==> config.mk <==
export PLATFORM = sky130hd
export DESIGN_NAME = sha256_block_compression
export DESIGN_NICKNAME = d
export VERILOG_FILES = /design/src/hw/rtl/sha256bc_pkg.sv /design/src/hw/rtl/sha256_block_compression.sv
export SDC_FILE = /design/constraint.sdc
export NUM_CORES = 2
export LEC_CHECK = 0
export BUFFER_PORTS_ARGS = -buffer_cell sky130_fd_sc_hd__buf_2
export CORE_MARGIN = 2
export CORE_UTILIZATION = 35
export DETAILED_ROUTE_END_ITERATION = 7
export GPL_ROUTABILITY_DRIVEN = 0
export SYNTH_ARGS = -nofsm -noshare
export SYNTH_HDL_FRONTEND = slang
export SYNTH_SLANG_ARGS = --single-unit
==> constraint.sdc <==
create_clock -name clk -period 8.2 [get_ports clk]
set_clock_uncertainty 0.2 [all_clocks]
set_input_delay 0.41 -clock clk [delete_from_list [all_inputs] [get_ports clk]]
set_output_delay 0.41 -clock clk [all_outputs]
set_load 0.02 [all_outputs]
==> src/hw/rtl/sha256bc_pkg.sv <==
package sha256bc_pkg;

  // sequencer states
  typedef enum logic [2:0] {
    S_IDLE,
    S_RD_A,
    S_RD_B,
    S_SUM,
    S_ROUND,
    S_ADD
  } state_t;

  typedef logic [31:0] word_t;

  localparam int NumRounds = 64;
  localparam int CvWords   = 8;
  localparam int BlockWords = 16;

  localparam logic [2:0] LastDigestIdx = 3'd7;
  localparam logic [3:0] LastWordPos   = 4'd15;
  localparam logic [5:0] LastRound     = 6'd63;

  // standard initial hash value
  localparam logic [CvWords-1:0][31:0] InitValue = {
    32'h5be0cd19, 32'h1f83d9ab, 32'h9b05688c, 32'h510e527f,
    32'ha54ff53a, 32'h3c6ef372, 32'hbb67ae85, 32'h6a09e667
  };

  // round constants, entry 0 in the lowest slot
  localparam logic [NumRounds-1:0][31:0] RoundConst = {
    32'hc67178f2, 32'hbef9a3f7, 32'ha4506ceb, 32'h90befffa,
    32'h8cc70208, 32'h84c87814, 32'h78a5636f, 32'h748f82ee,
    32'h682e6ff3, 32'h5b9cca4f, 32'h4ed8aa4a, 32'h391c0cb3,
    32'h34b0bcb5, 32'h2748774c, 32'h1e376c08, 32'h19a4c116,
    32'h106aa070, 32'hf40e3585, 32'hd6990624, 32'hd192e819,
    32'hc76c51a3, 32'hc24b8b70, 32'ha81a664b, 32'ha2bfe8a1,
    32'h92722c85, 32'h81c2c92e, 32'h766a0abb, 32'h650a7354,
    32'h53380d13, 32'h4d2c6dfc, 32'h2e1b2138, 32'h27b70a85,
    32'h14292967, 32'h06ca6351, 32'hd5a79147, 32'hc6e00bf3,
    32'hbf597fc7, 32'hb00327c8, 32'ha831c66d, 32'h983e5152,
    32'h76f988da, 32'h5cb0a9dc, 32'h4a7484aa, 32'h2de92c6f,
    32'h240ca1cc, 32'h0fc19dc6, 32'hefbe4786, 32'he49b69c1,
    32'hc19bf174, 32'h9bdc06a7, 32'h80deb1fe, 32'h72be5d74,
    32'h550c7dc3, 32'h243185be, 32'h12835b01, 32'hd807aa98,
    32'hab1c5ed5, 32'h923f82a4, 32'h59f111f1, 32'h3956c25b,
    32'he9b5dba5, 32'hb5c0fbcf, 32'h71374491, 32'h428a2f98
  };

  function automatic word_t rotr(input word_t x, input int unsigned n);
    return (x >> n) | (x << (32 - n));
  endfunction

  // schedule sigma functions
  function automatic word_t ssig0(input word_t x);
    return rotr(x, 7) ^ rotr(x, 18) ^ (x >> 3);
  endfunction

  function automatic word_t ssig1(input word_t x);
    return rotr(x, 17) ^ rotr(x, 19) ^ (x >> 10);
  endfunction

  // round sigma functions
  function automatic word_t bsig0(input word_t x);
    return rotr(x, 2) ^ rotr(x, 13) ^ rotr(x, 22);
  endfunction

  function automatic word_t bsig1(input word_t x);
    return rotr(x, 6) ^ rotr(x, 11) ^ rotr(x, 25);
  endfunction

  function automatic word_t choose(input word_t e, input word_t f, input word_t g);
    return (e & f) ^ (~e & g);
  endfunction

  function automatic word_t majority(input word_t a, input word_t b, input word_t c);
    return (a & b) ^ (a & c) ^ (b & c);
  endfunction

endpackage

==> src/hw/rtl/sha256_block_compression.sv <==
// channel    | direction | tdata                                | tuser        | tlast
// in_*       | slave     | [31:0] message_word                  | new_message  | final_block
// out_*      | master    | [31:0] digest_word, [34:32] index    | -            | digest_last
//
// words 1 to 15 of a block are taken one per cycle; the 16th starts compression
// rounds 0 to 15 go S_RD_A, S_ROUND; 16 to 63 go S_RD_A, S_RD_B, S_SUM, S_ROUND
// (two read ports, four words), then S_ADD does the chaining add, all with in_tready low
// a final block gives 8 digest transactions, one per cycle while out_tready is high
// the next block's first 15 words are taken while the digest drains
// reset loads the standard initial value and clears word position and output state
module sha256_block_compression (
  input  logic        clk,
  input  logic        rst_n,
  input  logic        in_tvalid,
  output logic        in_tready,
  input  logic [31:0] in_tdata,   // [31:0] message_word
  input  logic        in_tuser,   // [0] new_message
  input  logic        in_tlast,   // final_block
  output logic        out_tvalid,
  input  logic        out_tready,
  output logic [39:0] out_tdata,  // [31:0] digest_word, [34:32] digest_index, zero fill
  output logic        out_tlast   // digest_last
);

  sha256bc_pkg::state_t state_r, state_nxt;

  logic [7:0][31:0] cv_r;
  logic [7:0][31:0] v_r;
  logic [7:0][31:0] cv_base;
  logic [3:0]       pos_r;
  logic [5:0]       rnd_r;
  logic             restart_r;
  logic             final_r;
  logic             out_busy_r;
  logic [2:0]       out_idx_r;
  logic [31:0]      x2_r, x7_r, wr_r;

  // schedule memory
  logic [31:0] sched_mem [sha256bc_pkg::BlockWords];
  logic [31:0] rdata0_r, rdata1_r;
  logic [3:0]  rd_addr0, rd_addr1, wr_addr;
  logic        mem_we;
  logic [31:0] mem_wdata;

  logic        in_fire, out_fire;
  logic        early_round;
  logic [31:0] w_cur, w_exp, t1, t2;

  // words are taken only while idle, the 16th waits for the digest to drain
  assign in_tready   = (state_r == sha256bc_pkg::S_IDLE)
                    && !(pos_r == sha256bc_pkg::LastWordPos && out_busy_r);
  assign in_fire     = in_tvalid && in_tready;
  assign out_fire    = out_tvalid && out_tready;
  assign early_round = (rnd_r[5:4] == 2'b00);

  // chaining value a block starts from
  assign cv_base = restart_r ? sha256bc_pkg::InitValue : cv_r;

  // expanded schedule word and round terms
  assign w_exp = sha256bc_pkg::ssig1(x2_r) + x7_r + sha256bc_pkg::ssig0(rdata0_r) + rdata1_r;
  assign w_cur = early_round ? rdata0_r : wr_r;
  assign t1 = v_r[7] + sha256bc_pkg::bsig1(v_r[4])
            + sha256bc_pkg::choose(v_r[4], v_r[5], v_r[6])
            + sha256bc_pkg::RoundConst[rnd_r] + w_cur;
  assign t2 = sha256bc_pkg::bsig0(v_r[0]) + sha256bc_pkg::majority(v_r[0], v_r[1], v_r[2]);

  // sequencer: next state and memory addresses
  always_comb begin
    state_nxt = state_r;
    rd_addr0  = rnd_r[3:0];
    rd_addr1  = rnd_r[3:0] - 4'd7;
    mem_we    = 1'b0;
    wr_addr   = pos_r;
    mem_wdata = in_tdata;
    unique case (state_r)
      sha256bc_pkg::S_IDLE: begin
        mem_we    = in_fire;
        if (in_fire && pos_r == sha256bc_pkg::LastWordPos) begin
          state_nxt = sha256bc_pkg::S_RD_A;
        end
      end
      sha256bc_pkg::S_RD_A: begin
        rd_addr0  = early_round ? rnd_r[3:0] : rnd_r[3:0] - 4'd2;
        state_nxt = early_round ? sha256bc_pkg::S_ROUND : sha256bc_pkg::S_RD_B;
      end
      sha256bc_pkg::S_RD_B: begin
        rd_addr0  = rnd_r[3:0] - 4'd15;
        rd_addr1  = rnd_r[3:0];
        state_nxt = sha256bc_pkg::S_SUM;
      end
      sha256bc_pkg::S_SUM: begin
        mem_we    = 1'b1;
        wr_addr   = rnd_r[3:0];
        mem_wdata = w_exp;
        state_nxt = sha256bc_pkg::S_ROUND;
      end
      sha256bc_pkg::S_ROUND: begin
        state_nxt = (rnd_r == sha256bc_pkg::LastRound) ? sha256bc_pkg::S_ADD
                                                        : sha256bc_pkg::S_RD_A;
      end
      sha256bc_pkg::S_ADD: begin
        state_nxt = sha256bc_pkg::S_IDLE;
      end
      default: begin
        state_nxt = sha256bc_pkg::S_IDLE;
      end
    endcase
  end

  // memory write and registered reads
  always_ff @(posedge clk) begin
    if (mem_we) begin
      sched_mem[wr_addr] <= mem_wdata;
    end
    rdata0_r <= sched_mem[rd_addr0];
    rdata1_r <= sched_mem[rd_addr1];
  end

  // control state
  always_ff @(posedge clk) begin
    if (!rst_n) begin
      state_r    <= sha256bc_pkg::S_IDLE;
      pos_r      <= '0;
      rnd_r      <= '0;
      restart_r  <= 1'b0;
      final_r    <= 1'b0;
      out_busy_r <= 1'b0;
      out_idx_r  <= '0;
      cv_r       <= sha256bc_pkg::InitValue;
    end else begin
      state_r <= state_nxt;
      // word intake
      if (in_fire) begin
        pos_r <= pos_r + 4'd1;
        if (pos_r == 4'd0) begin
          restart_r <= in_tuser;
        end
        if (pos_r == sha256bc_pkg::LastWordPos) begin
          final_r <= in_tlast;
          rnd_r   <= '0;
        end
      end
      if (state_r == sha256bc_pkg::S_ROUND) begin
        rnd_r <= rnd_r + 6'd1;
      end
      // chaining add and digest launch
      if (state_r == sha256bc_pkg::S_ADD) begin
        for (int k = 0; k < sha256bc_pkg::CvWords; k++) begin
          cv_r[k] <= cv_base[k] + v_r[k];
        end
        restart_r <= 1'b0;
        if (final_r) begin
          out_busy_r <= 1'b1;
          out_idx_r  <= '0;
        end
      end else if (out_fire) begin
        out_idx_r <= out_idx_r + 3'd1;
        if (out_idx_r == sha256bc_pkg::LastDigestIdx) begin
          out_busy_r <= 1'b0;
        end
      end
    end
  end

  // datapath registers
  always_ff @(posedge clk) begin
    if (state_r == sha256bc_pkg::S_RD_B) begin
      x2_r <= rdata0_r;
      x7_r <= rdata1_r;
    end
    if (state_r == sha256bc_pkg::S_SUM) begin
      wr_r <= w_exp;
    end
    if (in_fire && pos_r == sha256bc_pkg::LastWordPos) begin
      v_r <= cv_base;
    end else if (state_r == sha256bc_pkg::S_ROUND) begin
      v_r[7] <= v_r[6];
      v_r[6] <= v_r[5];
      v_r[5] <= v_r[4];
      v_r[4] <= v_r[3] + t1;
      v_r[3] <= v_r[2];
      v_r[2] <= v_r[1];
      v_r[1] <= v_r[0];
      v_r[0] <= t1 + t2;
    end
  end

  // digest output
  assign out_tvalid = out_busy_r;
  assign out_tdata  = {5'd0, out_idx_r, cv_r[out_idx_r]};
  assign out_tlast  = (out_idx_r == sha256bc_pkg::LastDigestIdx);

  // compression holds off the input
  a_no_intake_busy: assert property (@(posedge clk) disable iff (!rst_n)
    state_r != sha256bc_pkg::S_IDLE |-> !in_tready)
    else $error("input taken during compression");

  // sixteenth word starts round zero
  a_round_start: assert property (@(posedge clk) disable iff (!rst_n)
    in_fire && pos_r == sha256bc_pkg::LastWordPos |=>
      state_r == sha256bc_pkg::S_RD_A && rnd_r == 6'd0)
    else $error("compression did not start at round zero");

  // chaining value holds while a digest drains
  a_cv_hold: assert property (@(posedge clk) disable iff (!rst_n)
    out_busy_r && $past(out_busy_r) |-> $stable(cv_r))
    else $error("chaining value changed during digest");

  // a final block launches the digest at word zero
  a_digest_start: assert property (@(posedge clk) disable iff (!rst_n)
    state_r == sha256bc_pkg::S_ADD && final_r |=> out_busy_r && out_idx_r == 3'd0)
    else $error("digest not launched");

endmodule

==> reports/metrics.csv <==
stage;metric;value;unit
outcome;status;finished, final reports clean;
pwr;swShare;0.3034;
placed_design;port-buffer-count;75;
critical_path;reg2reg_from;rnd_r[5];
critical_path;cp_slowest_cell;fa_1;
layout;finalInstanceArea;0.08969;mm2
sta;setup_violations;0;
critical_path;setup.worst_path.end;v_r[31];
run;maxCapViolCount;0;
clocking;cts_root_buffer;clkbuf_16;
sta;period_share;0.9553;
yosys;async_flop_share;0;
placed_design;place_area;0.08457;mm2
clocking;cts.sinks;1235;
grt;grt_start_max_net_pins;172;
route;drc;0;
yosys;synth_edf_count;864;
critical_path;r2r_cells;32;
critical_path;start_kind;flip-flop;
layout;fin_nets;7768;
route;m1WireLength;108600;um
grt;grt_overflow;0;
floorplanning;ios;81;
pwr;share_comb_of_total_power;0.219;
placed_design;hpwl;181900;um
critical_path;cp-end-kind;flip-flop;
yosys;yosysSeqAreaShare;0.4145;
sta;fmaxAchievable;127.7;MHz
critical_path;reg2reg_slack;370;ps
yosys;syn-mean-instance-area;11.24;um2
pwr;power_leakage;33.72;nW
clocking;clock_tree.buffer_depth;3;
floorplanning;start_util;0.3512;
grt;grt_pass1_wl;382600;um
sta;slew-limit-headroom;0.2827;
route;wl_met3;20940;um
route;dr.pass1.iters;6;
floorplanning;dieArea;0.2339;mm2
route;topRoutingLayerUsed;met5;
grt;track_usage;0.2156;
layout;ff_latch_area;0.03338;mm2
sta;drv_slew;0;
layout;fill_cells;21670;
yosys;syn-cell-area;0.08051;mm2
placed_design;dpl.cell_count;10000;
sta;worstMarginPinSlew;1076;ps
clocking;clkTransAtPathRegs;60;ps
layout;area_delta_synth_final;11.40;%
critical_path;setup.worst_path.class;flip-flop to flip-flop;
clocking;cts_htree_levels;4;
clocking;cts_tree;built;
yosys;ys_warn_count;0;
pwr;internal-power;11.97;mW
route;dr.first_iter.drc_count;7003;
yosys;yosys.area.top_type;edfxtp_1;
route;wire_per_inst;25.24;um
critical_path;required;8520;ps
yosys;synth.distinct_cells;84;
route;antenna_left;0;
layout;multi_input_area;0.04428;mm2
sta;hold_viol_final;0;
floorplanning;fp.dieH;483.6;um
yosys;yosysMostFrequentCell;edfxtp_1;
pwr;p_seq_frac;0.403;
yosys;synth_top_area_frac;0.3223;
yosys;synth.top_cells.by_count;edfxtp_1, nand2_1, a21oi_1;
yosys;ys.flop_type;edfxtp_1;
pwr;switchingPower;5.213;mW
yosys;synth_seq_cells;1235;
floorplanning;fp-row-count;176;
floorplanning;core_area;0.2292;mm2
layout;stdcell_count;10290;
yosys;synth.area.top_cells;edfxtp_1, mux4_2, dfxtp_1;
hold_path;hp-class;input pin to flip-flop;
route;wl_met2;120400;um
critical_path;cp_max_fo;23;
clocking;cts_made_buffers;140;
critical_path;crit_arrival;8160;ps
pwr;irDropWorstVdd;0.0001580;V
pwr;pwr-share-clk;0.379;
clocking;clk-insertion-delay-late;850;ps
floorplanning;die_x;483.6;um
grt;antenna_found_initial;14;
critical_path;r2r-end;v_r[31];
route;routed_wl;259700;um
route;num_vias;59700;
grt;grt_pass1_vias;58300;
yosys;synthCells;7162;
layout;drive_gt1_frac;0.1806;
route;viasPerCell;5.803;
sta;period_needed;7834;ps
critical_path;crit_path_start;rnd_r[5];
critical_path;max_stage_delay;550;ps
pwr;p_per_area;191.6;mW/mm2
[power groups by stage]
stage,Sequential (mW),Combinational [mW],Clock [mW]
final,6.92,3.76,6.51
after global routing,6.92,4.12,6.83
after CTS,6.92,3.63,6.59
after detailed placement,7.05,3.59,0
after global placement,7.05,3.53,0
after floorplan,7.02,2.51,0
[how the worst min path moves through the flow]
stage	endpoint	depth (start not counted)	slack, ps	from
3_3_place_gp	x7_r[17]	0	220	rdata1_r[17]
2_1_floorplan	x7_r[10]	0	210	rdata1_r[10]
6_report	sched_mem[4][6]	3	40	in_tdata[6]
4_1_cts	sched_mem[10][2]	4	10	in_tdata[2]
5_1_grt	sched_mem[10][2]	4	70	in_tdata[2]
3_5_place_dp	x7_r[23]	0	220	rdata1_r[23]
[per-layer routing]
metal  up-vias  GRT usage
li1      26320          -
met1     29910     0.2940
met2      2919     0.3505
met3       540    0.03235
met4        10    0.07187
met5         -          0
[stage by stage]
step	hold slack, ps	utilization	setup TNS [ps]	power (mW)	setup WS, ps
floorplan	208.2	-	0	9.539	106.5
global placement	220.1	0.3689	-114.5	10.58	-89.11
detailed placement	216.3	0.3689	-262.8	10.64	-166.9
CTS	10.40	0.3906	0	17.15	32.78
global route	68.75	0.3912	-46.65	17.87	-46.65
finish	44.84	0.3912	0	17.18	366.4
[layout by cell type (no fill, tap or decap), types with 57 or more instances in the layout]
master,synthesis,routed
a211oi_1,62,58
a21o_1,219,219
a21oi_1,497,489
a31oi_1,62,62
buf_2,25,74
buf_4,5,127
clkbuf_16,0,144
dfxtp_1,371,367
edfxtp_1,864,864
fa_1,195,195
ha_1,395,395
inv_1,442,440
mux2_2,281,280
mux4_2,384,384
nand2_1,588,588
nand3_1,99,98
nor2_1,289,271
nor2b_1,158,158
nor3_1,76,75
o211ai_1,97,97
o21a_1,57,57
o21ai_0,368,359
o21bai_1,58,57
or2_2,148,148
xnor2_1,360,356
xor2_1,210,208
[critical path: cells and delay by family, from the launching register on]
kind            cells  cell delay, ps
fa+ha+maj           6            2700
simple gates        5            1020
xor+xnor            2             330
compound gates     13            2130
mux                 1             400
flops               1             330
buf+inv             5             420
[cells by family after synthesis]
logic type,Yosys count,share of synthesized area
and+or+nand+nor,1549,0.09105
muxes,705,0.1517
AOI/OAI and AO/OA,1659,0.1302
adders and majority gates,593,0.1102
other,1,0.00004658
xor gates and xnor gates,570,0.06201
buffers and inverters,850,0.04025
DFF,1235,0.4145
[layout make-up]
class	count	area share
Antenna cell	1	0.00002790
Clock inverter	58	0.008608
Inverter	448	0.01889
Multi-Input combinational cell	5081	0.4938
Sequential cell	1235	0.3722
Clock buffer	204	0.04459
Tap cell	3026	0.04221
Timing Repair Buffer	234	0.01968
[flip-flops by register name, indices dropped and copies added, names as in the netlist, named ones only]
signal      count
sched_mem     512
x2_r           32
cv_r          256
final_r         1
restart_r       1
out_tvalid      1
out_idx_r       3
rdata1_r       32
x7_r           32
state_r         3
wr_r           32
rdata0_r       32
v_r           256
rnd_r           6
pos_r           4
[timing repair]
item,in CTS,in global routing
gates cloned,0,0
hold buffers,21,0
endpoints found under the hold margin,277,0
setup buffers,0,1
pin swaps,0,2
endpoints found under the setup margin,3,10
resized for setup,2,31
(Power assumes the default switching activity.)
